**src/rtl/lvf_pkg.sv**
```systemverilog
package lvf_pkg;

	localparam int PIX_W     = 8;
	localparam int LW_W      = 11;
	localparam int NORM_W    = 16;
	localparam int CFG_IDX_W = 2;

	localparam logic [CFG_IDX_W-1:0] REG_LINE_WIDTH   = 2'd0;
	localparam logic [CFG_IDX_W-1:0] REG_FRAME_HEIGHT = 2'd1;
	localparam logic [CFG_IDX_W-1:0] REG_NORM         = 2'd2;

	localparam logic [PIX_W-1:0] PIX_MAX = 8'd255;

endpackage

```
**src/rtl/lvf_div.sv**
```systemverilog
module lvf_div
	import lvf_pkg::*;
#(
	parameter int DW = 22
) (
	input  logic              clk,
	input  logic              arst_n,
	input  logic              start,
	input  logic [DW-1:0]     dividend,
	input  logic [NORM_W-1:0] divisor,
	output logic              done,
	output logic [DW-1:0]     quotient
);

	localparam int CW = $clog2(DW + 1);

	logic [CW-1:0]     cnt_q;
	logic              busy_q;
	logic              done_q;
	logic [NORM_W-1:0] rem_q;
	logic [NORM_W-1:0] div_q;
	logic [DW-1:0]     dq_q;
	logic [NORM_W:0]   trial;
	logic [NORM_W:0]   diff;
	logic              ge;

	// shift one dividend bit into the remainder, subtract where it fits
	assign trial = {rem_q, dq_q[DW-1]};
	assign ge    = trial >= {1'b0, div_q};
	assign diff  = trial - {1'b0, div_q};

	always_ff @(posedge clk or negedge arst_n) begin
		if (!arst_n) begin
			busy_q <= 1'b0;
			done_q <= 1'b0;
			cnt_q  <= '0;
		end else begin
			done_q <= 1'b0;
			if (start) begin
				busy_q <= 1'b1;
				cnt_q  <= '0;
			end else if (busy_q) begin
				if (cnt_q == CW'(DW - 1)) begin
					busy_q <= 1'b0;
					done_q <= 1'b1;
				end
				cnt_q <= cnt_q + 1'b1;
			end
		end
	end

	always_ff @(posedge clk) begin
		if (start) begin
			rem_q <= '0;
			div_q <= divisor;
			dq_q  <= dividend;
		end else if (busy_q) begin
			rem_q <= ge ? diff[NORM_W-1:0] : trial[NORM_W-1:0];
			dq_q  <= {dq_q[DW-2:0], ge};
		end
	end

	assign done     = done_q;
	assign quotient = dq_q;

endmodule

```
**config.mk**
```make
export PLATFORM = sky130hd
export DESIGN_NAME = lvf_div
export DESIGN_NICKNAME = d
export VERILOG_FILES = /design/src/rtl/lvf_pkg.sv /design/src/rtl/lvf_div.sv
export SDC_FILE = /design/constraint.sdc
export NUM_CORES = 1
export LEC_CHECK = 0
export ABC_AREA = 1
export BUFFER_PORTS_ARGS = -buffer_cell sky130_fd_sc_hd__buf_2
export CORE_MARGIN = 2
export CORE_UTILIZATION = 44
export CTS_CLUSTER_DIAMETER = 30
export DETAILED_ROUTE_END_ITERATION = 12
export PLACE_DENSITY = 0.65
export RECOVER_POWER = 50
export SLEW_MARGIN = 20
export SYNTH_ARGS = -nofsm -noshare
export SYNTH_HDL_FRONTEND = slang
export SYNTH_SLANG_ARGS = --single-unit
```
**constraint.sdc**
```tcl
create_clock -name clk -period 2.8 [get_ports clk]
set_clock_uncertainty 0.15 [all_clocks]
set_input_delay 0.14 -clock clk [delete_from_list [all_inputs] [get_ports clk]]
set_output_delay 0.14 -clock clk [all_outputs]
set_load 0.01 [all_outputs]
```
Word level (Yosys, flattened, before mapping)
Cells that the tools add are included.
{"block": "word_totals", "register_bits": 61, "output_inout_bits": 23, "word_cells": 22}
{"block": "classes", "n_addsub": 2, "n_lt_le_gt_ge": 1, "eq_ne": 1, "mux": 11, "n_reduce_logical": 1}
{"cell": "$mux W22", "count": 2}
{"cell": "$ge A17 B16 Y1", "count": 1}
{"cell": "$mux W16", "count": 1}
{"cell": "$sub A16 B16 Y16", "count": 1}
{"cell": "$mux W5", "count": 2}
{"cell": "$mux W1", "count": 6}
{"cell": "$add A5 B1 Y5 const B", "count": 1}
{"cell": "$eq A5 B5 Y1 const B", "count": 1}
{"cell": "$reduce_bool A2 Y1", "count": 1}

Depth between registers and ports, before layout
Gate-level depths: netlist of run 1.
{"block": "depth", "ltp_word": 4, "ltp_mapped": 14}

Worst setup path before layout of run 1
OpenSTA, ideal clock, no wires.
{"block": "synth_path", "kind": "flip-flop to flip-flop", "start": "reg dq_q[21] (netlist: quotient[21])", "end": "reg rem_q[14]", "arrival_time_ns": 1.745, "slack_ns": 0.792, "stages_incl_launch_ff": 12, "n_path_buf": 0, "period_less_slack_ns": 2.008, "path_cell_list": "edfxtp_1 -> inv_1 -> ha_1 -> fa_1 -> nor2_1 -> nor2_1 -> o21ai_1 -> nand2_1 -> nand3_1 -> nand3_2 -> nand2_1 -> nand2_1"}
{"block": "synth_between", "elab_chain_cells": 2, "word_cells_on_any_way": 3, "classes_between": "add/sub: 1; order compare: 1; mux: 1"}
{"item": "start, declared", "line": "lvf_div.sv:22", "text": "logic [DW-1:0] dq_q;"}
{"item": "start signal, assigned", "line": "lvf_div.sv:56", "text": "dq_q <= dividend;"}
{"item": "start signal, assigned", "line": "lvf_div.sv:59", "text": "dq_q <= {dq_q[DW-2:0], ge};"}
{"item": "$sub A16 B16 Y16 / $ge A17 B16 Y1 (equally long branches)", "line": "lvf_div.sv:30, lvf_div.sv:29"}
{"item": "$mux W16 *", "line": "lvf_div.sv:58", "text": "rem_q <= ge ? diff[NORM_W-1:0] : trial[NORM_W-1:0];"}
{"item": "end signal, assigned", "line": "lvf_div.sv:58"}
{"item": "end, declared", "line": "lvf_div.sv:20", "text": "logic [NORM_W-1:0] rem_q;"}
Every way passes the cells marked *; elsewhere a longest branch is shown, timed or not.
A chain may end at the register's enable or synchronous reset.

==> flow_metrics.env, run 1 <==
export IMPL_power_leakage_nw=2.35
export IMPL_worst_ir_drop_vdd_mv=0.382
export IMPL_fill_cells=716
export IMPL_grt_busiest_layer="met2"
export IMPL_ys_warn_count=0
export IMPL_slew_violations=42
export IMPL_rel_slew_slack_pct=-31.1
export IMPL_synthXorXnorAreaFrac_pct=1.46
export IMPL_clock_power_share_pct=21.4
export IMPL_timing_hold_worst_class="input port to flip-flop"
export IMPL_tritoncts_clock_tree="yes"
export IMPL_postSynthNetCount=530
export IMPL_end_kind="flip-flop"
export IMPL_cts_root_buffer_type="sky130_fd_sc_hd__clkbuf_8"
export IMPL_internal_power_w=0.00220
export IMPL_most_instantiated_cells_after_synthesis="186 x sky130_fd_sc_hd__nand2_1, 72 x sky130_fd_sc_hd__inv_1, 38 x sky130_fd_sc_hd__edfxtp_1, 37 x sky130_fd_sc_hd__nand3_1, 21 x sky130_fd_sc_hd__nor2_1"
export IMPL_syn_to_final_growth_pct=27.1
export IMPL_grt_pass1_wl_mm=15.0
export IMPL_numClockSinks=61
export IMPL_placed_cell_area_sq_um=4000
export IMPL_fraction_of_final_layout_cells_with_drive_strength_greater_than_1_pct=12.5
export IMPL_netlist_top_cells_area="sky130_fd_sc_hd__edfxtp_1 32%, sky130_fd_sc_hd__nand2_1 19%, sky130_fd_sc_hd__dfxtp_1 8.9%"
export IMPL_period_share_pct=83.4
export IMPL_multiplexer_fraction_of_the_synthesized_cell_area_pct=0
export IMPL_power_switching_fraction_pct=42.1
export IMPL_wl_mm=8.86
export IMPL_cts_repair_timing_setup_buffer_count=0
export IMPL_wirelength_per_cell_um=13.0
export IMPL_detailedRoute_firstIterationViolations=197
export IMPL_synthSimpleGateAreaFrac_pct=32.5
export IMPL_failed_checks="max-capacitance violations, max-slew violations"
export IMPL_total_of_max_cap_violations=1
export IMPL_min_delay_path_depth=5
export IMPL_total_cts_buffers=9
export IMPL_cts_repair_resize_count=0
export IMPL_timing_reg2reg_worst_path_depth=9
export IMPL_synthArstFlopShare_pct=11.5
export IMPL_mappedNetlistArea_sq_um=3590
export IMPL_worst_setup_path_start_kind="input port"
export IMPL_syn_area_per_cell_sq_um=7.65
export IMPL_syn_inst=470
export IMPL_detailedRoute_firstPassIterationCount=5
export IMPL_combPwrFrac_pct=46.2
export IMPL_synth_top_cell_area_share_pct=31.8
export IMPL_complex_gate_fraction_of_the_synthesized_area_pct=4.18
export IMPL_antenna_left=0
export IMPL_finalSetupViolCount=0
export IMPL_adder_cell_share_of_the_synthesized_area_pct=6.82
export IMPL_grt_start_max_net_pins=42
export IMPL_clk_latency_ns=0.35
export IMPL_timing_setup_tns_ns=0
export IMPL_multi_input_comb_area_sq_um=1620
export IMPL_post_route_drc_count=0
export IMPL_vias=3284
export IMPL_post_synth_num_cell_types=34
export IMPL_fin_area_sq_um=4570
export IMPL_finalHoldViolCount=0
export IMPL_ys_flop_type="sky130_fd_sc_hd__edfxtp_1"
export IMPL_grt_use_met1_pct=28.2
export IMPL_clk_pin_slew_worst_paths_ns=0.08
export IMPL_dp_final_hpwl_mm=6.02
export IMPL_post_layout_nonfiller_instances=684
export IMPL_seqCellArea_sq_um=1640
export IMPL_critPathKind="input port to flip-flop"
export IMPL_grt_total_usage_pct=21.9
export IMPL_p_switching_w=0.00160
export IMPL_number_of_storage_elements_in_the_synthesis_netlist=61
export IMPL_rsz0062_at_grt="no"
export IMPL_worst_slew_pin_slew_ns=1.97
export IMPL_numPortBuffers=63
export IMPL_power_per_cell_area_nw_per_um2=833
export IMPL_via_count_of_the_first_global_routing_pass=3219
export IMPL_viasPerCell=4.80
export IMPL_critical_path_peak_fanout=41
export IMPL_finalNetCount=637
export IMPL_finalWeightedCongestion=0.931
export IMPL_netlist_top_cell_by_area="sky130_fd_sc_hd__edfxtp_1"
export IMPL_fp_dieArea_sq_um=8910
export IMPL_starting_density_of_the_core_pct=46.0
export IMPL_pin_count=64
export IMPL_h_tree_levels=3
export IMPL_power_frac_seq_pct=32.5
export IMPL_placed_cells_incl_taps=628
export IMPL_cts_hold_buffers_added=39
export IMPL_cp_required_ns=2.86
export IMPL_antenna_diode_count=0
export IMPL_gr_total_overflow=0
export IMPL_chipWidth_um=94.4
export IMPL_max_freq_ghz=0.428
export IMPL_synth_top_family_by_area="simple AND/OR/NAND/NOR gates"
export IMPL_core_area_sq_um=7810
export IMPL_period_needed_ns=2.33
export IMPL_grt_use_met3_pct=5.35
export IMPL_clockBufferDepth=2
export IMPL_die_y_um=94.4
export IMPL_synth_most_common_cell="sky130_fd_sc_hd__nand2_1"
export IMPL_ys_seq_area_share_pct=45.5
export IMPL_row_count=32
export IMPL_synth_edf_count=38
export IMPL_worst_path_arrival_time_ns=2.40
export IMPL_grt_antenna_before_repair=0
export IMPL_run_status="finished, violations left"
export IMPL_groute_layer_met2_usage_pct=36.1
## power groups by stage
| stage | Combinational (W) | Clock, W | Sequential (W) |
|---|---|---|---|
| floorplan | 0.00135 | 0 | 0.00124 |
| global placement | 0.00169 | 0 | 0.00125 |
| detailed placement | 0.00172 | 0 | 0.00125 |
| CTS | 0.00176 | 0.000827 | 0.00123 |
| global route | 0.00202 | 0.000866 | 0.00125 |
| finish | 0.00176 | 0.000813 | 0.00124 |
## final timing paths
path | startpoint | endpoint | slack (ns)
setup / recovery | start | rem_q[7]$_SDFFE_PP0P_ | 0.47
hold / removal | start | rem_q[5]$_SDFFE_PP0P_ | 0.24
setup reg to reg | rem_q[13]$_SDFFE_PP0P_ | rem_q[10]$_SDFFE_PP0P_ | 0.49
hold reg to reg | rem_q[9]$_SDFFE_PP0P_ | rem_q[9]$_SDFFE_PP0P_ | 0.32
max in group asynchronous | arst_n | cnt_q[3]$_DFFE_PN0P_ | 1.64
min in group asynchronous | arst_n | cnt_q[2]$_DFFE_PN0P_ | 0.62
## metal layers
layer / wire [um] / vias to the layer above
met1: 4090 / 1469
li1: - / 1710
met4: 129 / 0
met2: 4130 / 91
met3: 509 / 14
met5: 0 / -
## sequential cells by signal, indices dropped and copies added (netlist names)
| register | cells |
|---|---|
| div_q | 16 |
| quotient | 22 |
| rem_q | 16 |
| cnt_q | 5 |
| busy_q | 1 |
| done | 1 |
## critical path: stages
cell and delay [ns]:
sky130_fd_sc_hd__clkbuf_1 0.21, sky130_fd_sc_hd__clkbuf_1 1.45, sky130_fd_sc_hd__nor2_1 0.11, sky130_fd_sc_hd__buf_4 0.29, sky130_fd_sc_hd__nand3_1 0.11, sky130_fd_sc_hd__o21ai_0 0.09
## logic make-up (layout without fill, tap and decap cells)
group	count (synthesis)	count (layout)
compound gates	26	26
buf+inv	85	197
fa+ha+maj	19	19
simple gates	273	273
xor+xnor	6	6
flops	61	61
## layout by cell type (no fill, tap or decap), types with 2 or more instances in the layout
cell type                       synthesis  layout
sky130_fd_sc_hd__edfxtp_1              38      38
sky130_fd_sc_hd__nand3_1               37      37
sky130_fd_sc_hd__xor2_1                 2       2
sky130_fd_sc_hd__nand3_2                3       3
sky130_fd_sc_hd__clkinv_1               1       2
sky130_fd_sc_hd__a31oi_1                2       2
sky130_fd_sc_hd__nand2_1              186     186
sky130_fd_sc_hd__dfrtp_1                7       7
sky130_fd_sc_hd__nand4_1                5       5
sky130_fd_sc_hd__xnor2_1                4       4
sky130_fd_sc_hd__a21oi_2                2       2
sky130_fd_sc_hd__clkinvlp_4             0       3
sky130_fd_sc_hd__ha_1                  18      18
sky130_fd_sc_hd__a21oi_1                9       9
sky130_fd_sc_hd__clkbuf_8               0       9
sky130_fd_sc_hd__o21ai_0                8       8
sky130_fd_sc_hd__buf_4                  2       2
sky130_fd_sc_hd__inv_6                  0       2
sky130_fd_sc_hd__inv_1                 72      72
sky130_fd_sc_hd__dlygate4sd3_1          0      40
sky130_fd_sc_hd__nand2_4                2       2
sky130_fd_sc_hd__nor3_1                 8       8
sky130_fd_sc_hd__clkbuf_1               5      22
sky130_fd_sc_hd__nor2_1                21      21
sky130_fd_sc_hd__inv_2                  2       2
sky130_fd_sc_hd__buf_2                  2      42
sky130_fd_sc_hd__nor2_2                 2       2
sky130_fd_sc_hd__dfxtp_1               16      16
sky130_fd_sc_hd__nand3b_1               7       7
## through the flow
step / total power (W) / hold slack (ns) / setup WS (ns) / utilization, %
6_report: 0.00381 / 0.238 / 0.466 / 58.5
5_1_grt: 0.00414 / 0.270 / 0.174 / 58.5
4_1_cts: 0.00382 / 0.00214 / 0.487 / 58.8
3_5_place_dp: 0.00296 / -0.170 / 0.501 / 51.2
3_3_place_gp: 0.00294 / -0.171 / 0.554 / 51.2
2_1_floorplan: 0.00259 / -0.306 / 0.792 / -
## area by class of cell
cell class,instances,area share [%]
Clock buffer,9,2.71
Tap cell,102,2.79
Inverter,75,6.16
Timing Repair Buffer,106,15.5
Clock inverter,7,1.62
Multi-Input combinational cell,324,35.4
Sequential cell,61,35.8
Note: power is estimated with default switching activity, not from simulation.
==> run 2, diff against run 1 <==
PLACE_DENSITY = 0.68   (was 0.65)
clock period = 1.9 ns   (was 2.8 ns; I/O delays follow)
==> run 2 against run 1 <==
Against the previous run:
- total power increased by 100%
- cell area up 23%
- the run ends with negative setup slack left
- via count increased by 12%
- critical path depth increased by 6
- routed wire length increased by 20%
- highest routed layer unchanged
- global-route usage increased by 4.1 points
- sequential share of layout area fell by 6.7 points
==> flow_metrics.env, run 2 (synthesized netlist as in run 1, its figures left out) <==
export IMPL_run_status="finished, violations left"
export IMPL_failed_checks="negative setup slack"
export IMPL_timing_hold_worst_class="input port to flip-flop"
export IMPL_worst_setup_path_start_kind="flip-flop"
export IMPL_numPortBuffers=63
export IMPL_critical_path_s_largest_stage_delay_ns=0.40
export IMPL_clk_latency_ns=0.35
export IMPL_slew_violations=0
export IMPL_detailedRoute_firstPassIterationCount=4
export IMPL_antenna_left=0
export IMPL_finalNetCount=701
export IMPL_total_of_max_cap_violations=0
export IMPL_fraction_of_final_layout_cells_with_drive_strength_greater_than_1_pct=38.4
export IMPL_power_leakage_nw=2.78
export IMPL_grt_pass1_wl_mm=17.6
export IMPL_antenna_diode_count=0
export IMPL_detailedRoute_firstIterationViolations=298
export IMPL_timing_final_ws_setup_ns=-0.102
export IMPL_period_needed_ns=2.00
export IMPL_total_cts_buffers=9
export IMPL_end_kind="flip-flop"
export IMPL_post_route_drc_count=0
export IMPL_dp_final_hpwl_mm=6.64
export IMPL_timing_setup_tns_ns=-0.686
export IMPL_period_share_pct=105
export IMPL_number_of_flip_flops_in_the_largest_register=22
export IMPL_grt_total_usage_pct=26.0
export IMPL_hold_worst_slack_ns=0.0961
export IMPL_syn_to_final_growth_pct=56.4
export IMPL_mostFrequentLayoutCells="158 x sky130_fd_sc_hd__nand2_1, 60 x sky130_fd_sc_hd__buf_2, 56 x sky130_fd_sc_hd__buf_4, 51 x sky130_fd_sc_hd__inv_1, 40 x sky130_fd_sc_hd__dlygate4sd3_1"
export IMPL_numClockSinks=61
export IMPL_chipWidth_um=94.4
export IMPL_clk_pin_slew_worst_paths_ns=0.08
export IMPL_crit_path_top_delay_cell="sky130_fd_sc_hd__fa_2"
export IMPL_fp_dieArea_sq_um=8910
export IMPL_core_area_sq_um=7810
export IMPL_wl_mm=10.7
export IMPL_clockBufferDepth=2
export IMPL_h_tree_levels=3
export IMPL_starting_density_of_the_core_pct=46.0
export IMPL_worst_slew_pin_slew_ns=0.679
export IMPL_rel_slew_slack_pct=54.7
export IMPL_viasPerCell=4.90
export IMPL_tritoncts_clock_tree="yes"
export IMPL_layout_cells_most_common="sky130_fd_sc_hd__nand2_1"
export IMPL_critical_path_peak_fanout=4
export IMPL_pin_count=64
export IMPL_grt_start_max_net_pins=32
export IMPL_gr_total_overflow=0
export IMPL_cts_root_buffer_type="sky130_fd_sc_hd__clkbuf_8"
export IMPL_finalHoldViolCount=0
export IMPL_die_y_um=94.4
export IMPL_critical_path_top_cell_by_count="sky130_fd_sc_hd__nand2_1"
export IMPL_finalWeightedCongestion=0.874
export IMPL_worst_path_arrival_time_ns=2.15
export IMPL_max_freq_ghz=0.500
export IMPL_rsz0062_at_grt="yes"
export IMPL_vias=3666
export IMPL_critPathKind="flip-flop to flip-flop"
export IMPL_row_count=32
export IMPL_finalSetupViolCount=15
export IMPL_cp_required_ns=2.05
export IMPL_via_count_of_the_first_global_routing_pass=3745
export IMPL_wirelength_per_cell_um=14.2
export IMPL_power_per_cell_area_nw_per_um2=1360
export IMPL_crit_path_cell_trace="inv_2, ha_4, fa_2, nor2_4, nor2_4, o21ai_4, nand2_2, nand2_1, nand2_1, nand3_2, nand2_1, nand2_1"
export IMPL_grt_antenna_before_repair=0
export IMPL_worst_ir_drop_vdd_mv=0.787
-- run 2: changes by cell type in the layout (fill, tap and decap cells not counted), moves of 18 or more --
cell,change
sky130_fd_sc_hd__buf_4,+54
sky130_fd_sc_hd__nand2_1,-28
sky130_fd_sc_hd__nand2_2,+24
sky130_fd_sc_hd__inv_1,-21
sky130_fd_sc_hd__inv_2,+21
sky130_fd_sc_hd__buf_2,+18
sky130_fd_sc_hd__clkbuf_1,-18
-- run 2: routing by layer --
metal	vias to the layer above	wire length, um	track usage, %
met3	15	532	4.23
met2	113	5430	44.3
li1	1833	-	-
met4	0	185	11.5
met5	-	0	0
met1	1705	4500	32.5
-- run 2: final timing paths --
| kind | start | to | slack, ns | cells past startpoint |
|---|---|---|---|---|
| setup / recovery | quotient[21]$_DFFE_PP_ | rem_q[14]$_SDFFE_PP0P_ | -0.10 | 12 |
| hold reg to reg | cnt_q[4]$_DFFE_PN0P_ | cnt_q[4]$_DFFE_PN0P_ | 0.32 | 1 |
| min in group asynchronous | arst_n | busy_q$_DFF_PN0_ | 0.55 | 3 |
| setup reg to reg | quotient[21]$_DFFE_PP_ | rem_q[14]$_SDFFE_PP0P_ | -0.10 | 12 |
| max in group asynchronous | arst_n | cnt_q[2]$_DFFE_PN0P_ | 0.82 | 3 |
| hold / removal | start | cnt_q[0]$_DFFE_PN0P_ | 0.1 | 3 |
-- run 2: worst max-delay path, delay by kind of cell, from the launching register on --
family | cells | cell delay (ns)
compound gates | 1 | 0.19
flops | 1 | 0.39
simple gates | 8 | 0.58
buf+inv | 1 | 0.07
fa+ha+maj | 2 | 0.57
-- run 2: stage by stage --
stage / total power (W) / cells / setup slack [ns] / area (sq um) / util [%]
floorplan: 0.00385 / 470 / 0.00126 / 3610 / -
global placement: 0.00497 / 679 / -0.150 / 4400 / 56.3
detailed placement: 0.00504 / 679 / -0.184 / 4400 / 56.3
CTS: 0.00717 / 744 / -0.0556 / 5430 / 69.6
global route: 0.00818 / 748 / -0.221 / 5620 / 72.0
finish: 0.00767 / 748 / -0.102 / 5620 / 72.0
-- run 2: cell type report --
class,count,area (sq um)
Sequential cell,61,1640
Tap cell,102,128
Clock buffer,10,128
Timing Repair Buffer,168,1230
Clock inverter,6,93.8
Multi-Input combinational cell,326,2120
Fill cell,581,2190
Inverter,75,282
-- run 2: what timing repair did --
| action | CTS | global route |
|---|---|---|
| setup buffers | 7 | 4 |
| gates cloned | 2 | 0 |
| pin swaps | 31 | 24 |
| hold buffers | 40 | 0 |
| resized for setup | 64 | 57 |
| hold endpoints to repair | 45 | 0 |
| endpoints found under the setup margin | 17 | 17 |
-- run 2: where the power goes --
part | internal, W | switching (W)
clock network | 0.000750 | 0.000563
registers | 0.00167 | 0.000217
logic | 0.00215 | 0.00232
total | 0.00456 | 0.00310
